`config.mk`:
```
export PLATFORM = sky130hd
export DESIGN_NAME = cti_ctrl
export DESIGN_NICKNAME = d
export VERILOG_FILES = /design/src/hdl/cti_pkg.sv /design/src/hdl/cti_ctrl.sv
export SDC_FILE = /design/constraint.sdc
export NUM_CORES = 1
export LEC_CHECK = 0
export ABC_AREA = 1
export BUFFER_PORTS_ARGS = -buffer_cell sky130_fd_sc_hd__buf_2
export CAP_MARGIN = 10
export CORE_MARGIN = 10
export CORE_UTILIZATION = 24
export DETAILED_ROUTE_END_ITERATION = 8
export PLACE_DENSITY = 0.47
export SKIP_CTS_REPAIR_TIMING = 1
export SYNTH_ARGS = -nofsm -noshare
export SYNTH_HDL_FRONTEND = slang
export SYNTH_SLANG_ARGS = --single-unit
```
`constraint.sdc`:
```
create_clock -name clk_i -period 3.3 [get_ports clk_i]
set_input_delay 0 -clock clk_i [delete_from_list [all_inputs] [get_ports clk_i]]
set_output_delay 0 -clock clk_i [all_outputs]
set_load 0.02 [all_outputs]
```
`src/hdl/cti_pkg.sv`:
```
// ----------------------------------------------------------------------------
// cti_pkg
// Shared types and constants of the coverage threshold intervals block.
// ----------------------------------------------------------------------------
package cti_pkg;

  // default number of coverage counters
  localparam int unsigned MAX_BLOCK_DEF = 4096;

  // fixed field widths
  localparam int unsigned START_W  = 12;
  localparam int unsigned LEN_W    = 13;
  localparam int unsigned COUNT_W  = 8;
  localparam int unsigned MINCOV_W = 8;
  localparam int unsigned BLEN_W   = 13;

  // configuration port
  localparam int unsigned CFG_IDX_W  = 1;
  localparam int unsigned CFG_DATA_W = 13;

  localparam logic [CFG_IDX_W-1:0] REG_MIN_COVERAGE = 1'd0;
  localparam logic [CFG_IDX_W-1:0] REG_BLOCK_LENGTH = 1'd1;

  // register reset values
  localparam logic [MINCOV_W-1:0] MIN_COVERAGE_RST = 8'd1;
  localparam logic [BLEN_W-1:0]   BLOCK_LENGTH_RST = 13'd4096;

  // item kinds
  localparam logic KIND_ADD  = 1'b0;
  localparam logic KIND_SCAN = 1'b1;

  // controller states, one-hot
  typedef enum logic [4:0] {
    ST_CLEAR   = 5'b00001,
    ST_IDLE    = 5'b00010,
    ST_ADD     = 5'b00100,
    ST_ADD_WB  = 5'b01000,
    ST_SCAN_EV = 5'b10000
  } cti_state_e;

  // controller to datapath
  typedef struct packed {
    logic clr_step;
    logic add_load;
    logic add_step;
    logic scan_read;
    logic scan_commit;
  } cti_cmd_t;

  // datapath to controller
  typedef struct packed {
    logic clr_last;
    logic add_empty;
    logic add_last;
    logic scan_emit;
    logic slot_free;
  } cti_sts_t;

endpackage

```
`src/hdl/cti_ctrl.sv`:
```
// ----------------------------------------------------------------------------
// cti_ctrl
// Controller: clearing pass, segment walk and scan sequencing.
// ----------------------------------------------------------------------------
module cti_ctrl (
  input  logic              clk_i,
  input  logic              rst_ni,
  input  logic              in_valid_i,
  input  logic              in_kind_i,
  output logic              in_ready_o,
  input  cti_pkg::cti_sts_t sts_i,
  output cti_pkg::cti_cmd_t cmd_o
);
  import cti_pkg::*;

  cti_state_e state_q, state_d;
  logic       accept;

  assign in_ready_o = (state_q == ST_IDLE);
  assign accept     = in_valid_i && in_ready_o;

  // next state and commands
  always_comb begin
    state_d = state_q;
    cmd_o   = '0;
    case (state_q)
      ST_CLEAR: begin
        cmd_o.clr_step = 1'b1;
        if (sts_i.clr_last) begin
          state_d = ST_IDLE;
        end
      end
      ST_IDLE: begin
        if (accept) begin
          if (in_kind_i == KIND_SCAN) begin
            cmd_o.scan_read = 1'b1;
            state_d         = ST_SCAN_EV;
          end else begin
            cmd_o.add_load = 1'b1;
            if (!sts_i.add_empty) begin
              state_d = ST_ADD;
            end
          end
        end
      end
      ST_ADD: begin
        cmd_o.add_step = 1'b1;
        if (sts_i.add_last) begin
          state_d = ST_ADD_WB;
        end
      end
      ST_ADD_WB: begin
        state_d = ST_IDLE;
      end
      ST_SCAN_EV: begin
        // hold until the output register can take the run
        if (!sts_i.scan_emit || sts_i.slot_free) begin
          cmd_o.scan_commit = 1'b1;
          state_d           = ST_IDLE;
        end
      end
      default: begin
        state_d = ST_IDLE;
      end
    endcase
  end

  // state register
  always_ff @(posedge clk_i or negedge rst_ni) begin
    if (!rst_ni) begin
      state_q <= ST_CLEAR;
    end else begin
      state_q <= state_d;
    end
  end

endmodule

```
### After elaboration in Yosys (flattened, before gate mapping)

Index checks and enable logic that the tools add are counted.

| cells by class | value |
|---|---|
| equality and inequality tests | 9 |
| multiplexer cells | 17 |
| reductions and logical operators | 4 |

Operators by type and width:

| operator | count |
|---|---|
| $mux W5 | 6 |
| $pmux W5 S4 | 1 |
| $mux W1 | 10 |
| $ne A2 B2 Y1 const B | 3 |
| $eq A5 B1 Y1 const B | 1 |
| $eq A5 B2 Y1 const B | 1 |
| $eq A5 B3 Y1 const B | 1 |
| $eq A5 B5 Y1 const B | 1 |
| $reduce_and A5 Y1 | 1 |
| $ne A3 B3 Y1 const B | 1 |
| $ne A2 B1 Y1 const B | 1 |
| $logic_and A1 B1 Y1 | 1 |
| $logic_not A1 Y1 | 1 |
| $logic_or A1 B1 Y1 | 1 |

| storage, ports and cells | value |
|---|---|
| register bits | 5 |
| bits of input ports | 9 |
| output and inout port bits | 6 |
| logic and storage cells | 31 |

### Depth between registers and ports, before layout

Gate-level depths: netlist of the first run.

| logic depth | value |
|---|---|
| depth after elaboration | 4 |
| mapped depth | 8 |
| depth with buffers taken out | 8 |

### Least setup slack after synthesis of the first run

OpenSTA, ideal clock, no wires.

| timing | value |
|---|---|
| path kind | register to output |
| start point | register state_q[3] |
| end point | output port cmd_o[1] (netlist bit) |
| arrival time | 1.217 ns |
| data required time | 3.300 ns |
| path slack | 2.083 ns |
| stages on the path, launching flop included | 6 |
| buffers on the path | 0 |
| cell sequence | dfrtp_1 nor2_4 nand3_2 inv_1 nand2_1 nor2_1 |

RTL lines:

| item | RTL line | source |
|---|---|---|
| start: declaration | cti_ctrl.sv:16 | `cti_state_e state_q, state_d;` |
| start signal: assignment | cti_ctrl.sv:73 | `state_q <= state_d;` |
| end: declaration | cti_ctrl.sv:12 | `output cti_pkg::cti_cmd_t cmd_o` |

==> results of run 1 <==
cells by family after synthesis:
group	after synthesis
DFF	5
buffers and inverters	12
and+or+nand+nor	33
AOI/OAI and AO/OA	1
through the flow:
step / utilization (%) / cells / hold slack [ps] / worst slack, ps / power, µW
global placement: 32.2 / 79 / -182 / 2000 / 312
global route: 34.9 / 84 / 33.6 / 1760 / 420
CTS: 34.1 / 83 / -445 / 1890 / 386
floorplan: - / 51 / -296 / 2080 / 262
detailed placement: 32.2 / 79 / -186 / 2020 / 311
finish: 34.9 / 84 / 19.9 / 1920 / 381
critical path: cells and delay by family (launching register included):
family,cells,cell delay (ps)
and+or+nand+nor,4,480
buffers and inverters,2,270
DFF,1,400
cell usage in the layout, fill, tap and decap left out, drive strengths merged:
master	count
buf	14
nor2	14
inv	11
nand2	10
nand4	4
dfrtp	4
nand3	4
clkbuf	4
nor3	1
o21ai	1
dlygate4sd3	1
dfstp	1
routing by layer:
metal	vias to the layer above	part of all wire (%)	track usage, %
met2	18	42	7.67
met3	4	8.8	1.74
li1	193	-	-
met1	156	45	6.27
met4	0	3.5	7.05
met5	-	0	0
final timing paths:
check,start,end,slack [ps]
max,state_q[3]$_DFFE_PN0P_,cmd_o[1],1920
min,sts_i[4],state_q[0]$_DFFE_PN1P_,20
max reg2reg,state_q[0]$_DFFE_PN1P_,state_q[1]$_DFFE_PN0P_,2010
min reg2reg,state_q[1]$_DFFE_PN0P_,state_q[1]$_DFFE_PN0P_,560
max in group asynchronous,rst_ni,state_q[0]$_DFFE_PN1P_,2990
min in group asynchronous,rst_ni,state_q[4]$_DFFE_PN0P_,110
final cells by class:
class,count,area (µm²)
fillers,160,868
multi-input cells,34,173
flip-flops and latches,5,126
repair buffers,15,80.1
inverters,11,41.3
clock buffers,4,26.3
well taps,15,18.8
where the power goes:
group,leakage (µW),switching (µW),internal [µW]
Combinational,0.000204,138,69.8
Clock,0.0000150,24.3,45.7
Sequential,0.0000626,21.3,81.4
==> metrics list, run 1 <==
- Run status: completed
- Compound-gate portion of the synthesized area: 1.44%
* Required time of the critical path: 3300 ps
- CP Launch Type: flip-flop
- Net total in the final layout: 79
* Pleak: 0.000281 µW
- For this block, the initial DRC count from the detailed router was 5.
- Via count: 371
* P&R area growth vs syn: 33.8%
* Number of diodes: 0
* Remaining DRCs: 0
- Global routing finished with a remaining overflow of 0.
- Number of sinks driven by the clock tree: 5
- All-Layer GR Usage: 5.69%
* Largest area contributor in the netlist: dfrtp_1
- Number of search-and-repair iterations in the first detailed-routing pass: 4
- Xor/xnor cell area share of the yosys netlist: 0%
- Global-route wire length before repair: 1500 µm
* Die Y: 58.1 µm
- The wire-length estimate of the detail-placed layout is 729 µm.
- For this run, the leading register cell type out of synthesis is dfrtp_1.
* Max Transition Viols Final: 0
- Critical path arrival: 1380 ps
* I/O pins: 15
- TritonCTS clock tree: done
* Maximum count of clock buffers along a single path: 2
* Commonest cells post-synth: 11 x inv_1, 10 x nor2_1, 9 x nand2_1
* Mux contribution to synthesized area: 0%
* Clock tree skew after final layout: 1.72 ps
* Max Clk Rate: 723 MHz
- Last weighted congestion value of the routability-driven placer: 0.726
* Crit path max fanout: 6
* Synth cell types: 14
- In the post-synthesis netlist, the cell with the most instances is inv_1.
* Power per cell area: 818 mW/mm²
- For the pin with the worst max-slew slack, the measured transition is 230 ps.
- In the synthesized netlist, the number of instances is 51.
* Biggest regs: state_q x5
- The number of clock buffers added by TritonCTS is 3.
- The tightest min-delay check is of the primary input to flip-flop type.
- Synth Area in Adders: 0%
* Max-cap check violation count: 0
* Final std cell area, no fill: 465 µm²
* Core Footprint: 0.00133 mm²
* Sum Neg Setup Slack: 0 ps
* Final hold violations: 0
- CTS clk-pin slew, worst paths: 40 ps
* Reg2Reg Depth: 7
- Setup violations remaining at the end of the flow were counted as 0.
- Critical Path Sink Type: primary output
- Counting flops and latches in the post-synthesis netlist gives 5.
* Max reg flops: 5
- In the post-synthesis netlist, the biggest area contributors are dfrtp_1 29%, inv_1 12%, nor2_1 11%, nand2_1 9.7%, dfstp_2 7.6%.
- Cell area reported after detailed placement: 429 µm²
- In this run the remaining antenna-violating nets after routing total 0.
* Summed instance area of the synthesized netlist: 348 µm²
- Simple-gate area share of the yosys netlist: 48.2%
- Final period util: 41.9%
- The post-route netlist has 34.8% of its cells at a drive strength greater than 1.
- The Yosys step of the flow raised 0 warnings.
- The initial utilization of the core area, before any placement, comes to 26.1%.
* Antenna violations before repair: 0
* Hold path depth: 4
- CTS built an H-tree with a depth of 1.
- Vias in the first global route: 381
* Relative slew slack: 84.6%
- For this run, asynchronously set or reset flops after synthesis account for 100%.
- Minimum period implied by the final worst setup slack: 1380 ps
- In the routed layout, each cell is associated on average with a via count of 4.42.
* Worst IR drop on VDD: 284 µV
- The later pin in the worst-skew pair is clocked with a latency of 240 ps.
* Post-synthesis sequential area ratio: 36.3%
- The top cell type by area accounts for 28.8% of the synthesized area.
- Type of the setup path with the least slack: flip-flop to primary output
* Largest family of logic cells by synthesized area: simple AND/OR/NAND/NOR gates
* Number of enable-type register cells in the synthesized netlist: 0
* Mean instance size in the synthesized netlist: 6.82 µm²
* Total wire length: 876 µm
- Maximum number of pins on one net before global-route repair: 7
- Setup repair after global routing left no endpoint under its margin.
- Drt wl/cell: 10.4 µm
* Root buffer selected by CTS: clkbuf_4
* Cell-by-cell trace of the critical path: nor2_4, nand3_2, inv_1, nand2_1, nor2_1, buf_2
- Count of input and output buffers: 14
* Die Footprint: 0.00337 mm²
- When the netlist entered floorplanning its net count stood at 60.
- Largest stage delay on the critical path: 400 ps
* Horiz. Die Dim: 58.1 µm
- For this design, the slowest cell found on the critical path is dfrtp_1.
- In this run the core area contains 13 standard-cell rows.
* Most flop-heavy register: state_q
No activity file was read; power rests on OpenSTA's default activity.
==> run 2, diff against run 1 <==
--- a/config.mk
+++ b/config.mk
@@ -5,13 +5,13 @@
 export SDC_FILE = /design/constraint.sdc
 export NUM_CORES = 1
 export LEC_CHECK = 0
-export ABC_AREA = 1
+export ABC_AREA = 0
 export BUFFER_PORTS_ARGS = -buffer_cell sky130_fd_sc_hd__buf_2
 export CAP_MARGIN = 10
 export CORE_MARGIN = 10
 export CORE_UTILIZATION = 24
 export DETAILED_ROUTE_END_ITERATION = 8
-export PLACE_DENSITY = 0.47
+export PLACE_DENSITY = 0.49
 export SKIP_CTS_REPAIR_TIMING = 1
 export SYNTH_ARGS = -nofsm -noshare
 export SYNTH_HDL_FRONTEND = slang
==> constraint.sdc (replaced) <==
create_clock -name clk_i -period 1.2 [get_ports clk_i]
set_input_delay 0 -clock clk_i [delete_from_list [all_inputs] [get_ports clk_i]]
set_output_delay 0 -clock clk_i [all_outputs]
set_load 0.02 [all_outputs]
==> metrics list, run 2 <==
- Sum Neg Setup Slack: -4550 ps (-4550 ps)
- Horiz. Die Dim: 56.7 µm (-2.4%)
- Drt wl/cell: 11.7 µm (+12%)
* Relative slew slack: 83.5% (-1.2 points)
* Number of DRC markers after the initial detailed-route iteration: 4 (-1)
- dfrtp_1 takes more of the synthesized area than any other cell.
* Most flop-heavy register: state_q
* Pleak: 0.000327 µW (+16%)
* I/O pins: 15 (unchanged)
- Count of input and output buffers: 14 (unchanged)
- CTS Buf Count: 3 (unchanged)
- The net count of the finished layout was 76 (-3.8%).
- Final hold violations: 0 (unchanged)
* Via count: 357 (-3.8%)
- Actual transition at the worst max-transition pin: 247 ps (+17.0 ps)
- The wire length of the first global-routing pass is 1300 µm (-13%).
* Share of post-route cells with drive strength above 1: 74.2% (+39 points)
* Internal power contribution: 886 µW (+350%)
* Max Transition Viols Final: 0 (unchanged)
- Last weighted congestion value of the routability-driven placer: 0.722 (-0.47%)
- The overall die area was 0.00321 mm² (-4.7%).
* Setup repair after global routing missed its margin: true
- CTS clk-pin slew, worst paths: 40 ps (about the same)
- Run status: complete, but fails checks
- The worst hold path begins at in_kind_i.
* Summed instance area of the synthesized netlist: 323 µm² (-7.2%)
- Vias in the first global route: 318 (-17%)
* Synth warn: 0 (unchanged)
* Max reg flops: 5 (unchanged)
- The placeable core area came to 0.00128 mm² (-3.7%).
- The detailed placement HPWL was 720 µm (-1.3%).
* Syn nets: 43 (-28%)
- The max-capacitance violation count was 0 (unchanged).
* Critical Path Sink Type: primary output
- The path depth of the worst reg2reg path came to 5 (-2).
- Violations in the final reports: setup timing
- Fraction of power spent switching nets: 37.3% (-11 points)
- The critical path is of the flip-flop to primary output type.
* Mean instance size in the synthesized netlist: 9.49 µm² (+39%)
* Hold path depth: 2 (-2)
- The total global routing track utilization was 5.15% (-0.54 points).
- The count of nets left with antenna violations after detail routing came to 0 (unchanged).
* Number of search-and-repair iterations in the first detailed-routing pass: 2 (-2)
- For hold timing, the worst endpoint is state_q[2]$_DFFE_PN0P_.
- The sum of overflow across all layers after global routing was 0 (unchanged).
- The worst register-to-register path begins at state_q[3]$_DFFE_PN0P_.
- Among all flip-flop cells after synthesis, the most frequent one is dfrtp_1.
* Final period util: 152%
- Max Clk Rate: 550 MHz
* Maximum number of pins on one net before global-route repair: 6 (-1)
* Register-to-register setup slack: -580 ps (-2590 ps)
- The largest registers in the layout are state_q x5.
- Among all cell types in the netlist, the one instantiated most often is nor2_1.
* Most frequent standard cell in the layout excluding fill and tap cells: buf_4
* Number of flip-flops and latches in the synthesized netlist: 5 (unchanged)
* Post-synthesis async set-or-reset flop share: 100% (unchanged)
* Post-synthesis sequential area ratio: 39.1% (+2.8 points)
- P&R area growth vs syn: 105%
- Post-Synthesis Cells: 34 (-33%)
- TritonCTS clock tree: done
* Final setup viols: 10 (+10)
- The wire length reported by the detailed router came to 947 µm (+8.1%).
- Worst IR drop on VDD: 1090 µV (+280%)
- The share of the synthesized area in the top cell type is 31.0% (+2.2 points).
* Power per cell area: 2130 mW/mm² (+160%)
* Number of sinks driven by the clock tree: 5 (unchanged)
- The maximum buffer depth of the clock tree was 2 (unchanged).
- The number of levels in the clock H-tree came to 1 (unchanged).
- The number of placement rows is 13 (unchanged).
- The worst setup path is launched from a flip-flop.
- The combinational group share of total power is 68.8% (+14 points).
* Remaining DRCs: 0 (unchanged)
* Number of enable-type register cells in the synthesized netlist: 0 (unchanged)
* Min setup slack post-route: -619 ps (-2540 ps)
* Minimum period implied by the final worst setup slack: 1820 ps
- Part of the total power dissipated in the clock network: 13.2% (-5.2 points)
- Root buffer selected by CTS: clkbuf_4
* Skew-Pair Late Insertion Delay: 240 ps (about the same)
- The number of antenna violations at the first check in global routing is 0 (unchanged).
* Clock tree skew after final layout: 1.01 ps (-0.715 ps)
- Leaving out fill and tap cells, the most frequent cells in the layout are 13 x buf_4, 8 x buf_2, 7 x buf_6, 5 x nor2_4, 4 x dfrtp_1.
- Dominant cells by area after synthesis: dfrtp_1 31%, dfstp_2 8.1%, nor2_1 8.1%, o2111ai_4 8.1%, buf_6 3.5%
- NetSw: 527 µW (+190%)
- Die Y: 56.7 µm (-2.4%)
- Number of diodes: 0 (unchanged)
* Effective utilization at floorplan: 25.1% (-0.96 points)
- Required time of the critical path: 1200 ps (-2100 ps)
- The biggest fanout along the worst timing path was 4 (-2).
- In this run the critical register-to-register path is captured at state_q[1]$_DFFE_PN0P_.
- The count of different cell masters after synthesis is 21 (+7).
- Critical path arrival: 1820 ps (+440 ps)
- The filler cell count came to 118 (-26%).
* Average vias per placed instance: 4.41 (-0.21%)
* Path type of the worst min-delay path: primary input to flip-flop
* Setup slack at placement: -549 ps (-2570 ps)
- Commonest cells post-synth: 7 x nor2_1, 4 x dfrtp_1, 3 x inv_1
* Share of total power in sequential cells: 18.1% (-8.9 points)
[run 2: cell types whose count changed in the layout (fill, tap and decap cells not counted), sizes merged, moves of 2 or more]
cell   delta
nand3     -2
nor2      -7
nand2     -8
inv       -8
nand4     -3
buf      +14
[run 2: power groups by stage]
| stage | Sequential, µW | Clock [µW] | Combinational, µW |
|---|---|---|---|
| finish | 255 | 186 | 971 |
| global route | 260 | 209 | 1050 |
| CTS | 240 | 199 | 555 |
| detailed placement | 242 | 0 | 554 |
| global placement | 245 | 0 | 549 |
| floorplan | 242 | 0 | 386 |
[run 2: critical path, stage by stage (launching register included)]
cell and delay, ps:
dfrtp_1 370, or3_4 390, or3b_4 450, nor2_4 130
and2_4 140, buf_6 110
[run 2: layout make-up]
class	instances	area [µm²]	share of cell area, %
multi-input combinational	24	244	36.8
inverter	3	11.3	1.70
sequential	5	126	19.1
tap	15	18.8	2.83
clock buffer	4	26.3	3.96
timing repair buffer	30	236	35.7
[run 2: kinds of logic after synthesis]
logic type | after synthesis | share of synthesized area [%]
compound gates | 5 | 17.8
buf+inv | 5 | 9.30
flops | 5 | 39.2
simple gates | 19 | 33.7
[run 2: stage by stage]
stage / area [µm²] / total power [µW] / instances / util [%] / hold WS [ps]
after floorplan: 325 / 628 / 34 / - / -296
after global placement: 455 / 794 / 69 / 35.4 / -179
final: 663 / 1410 / 81 / 51.6 / 38.3
after detailed placement: 455 / 796 / 69 / 35.4 / -186
after global routing: 663 / 1520 / 81 / 51.6 / 29.4
after CTS: 482 / 994 / 73 / 37.5 / -444
[run 2: how the worst max path moves through the flow]
| stage | from | end | slack, ps | depth (start not counted) |
|---|---|---|---|---|
| floorplan | state_q[3]$_DFFE_PN0P_ | state_q[1]$_DFFE_PN0P_ | -530 | 6 |
| global route | state_q[3]$_DFFE_PN0P_ | state_q[1]$_DFFE_PN0P_ | -690 | 5 |
| detailed placement | state_q[3]$_DFFE_PN0P_ | state_q[1]$_DFFE_PN0P_ | -550 | 5 |
| CTS | state_q[3]$_DFFE_PN0P_ | cmd_o[3] | -710 | 5 |
| global placement | state_q[3]$_DFFE_PN0P_ | state_q[2]$_DFFE_PN0P_ | -520 | 3 |
| finish | state_q[3]$_DFFE_PN0P_ | cmd_o[3] | -620 | 5 |
[run 2: metal layers]
layer  GRT usage, %  wire length [µm]  up-vias
li1               -                 -      182
met4           3.09                17        0
met2           8.31               506       10
met5              0                 0        -
met1           5.24               378      163
met3           2.47                45        2
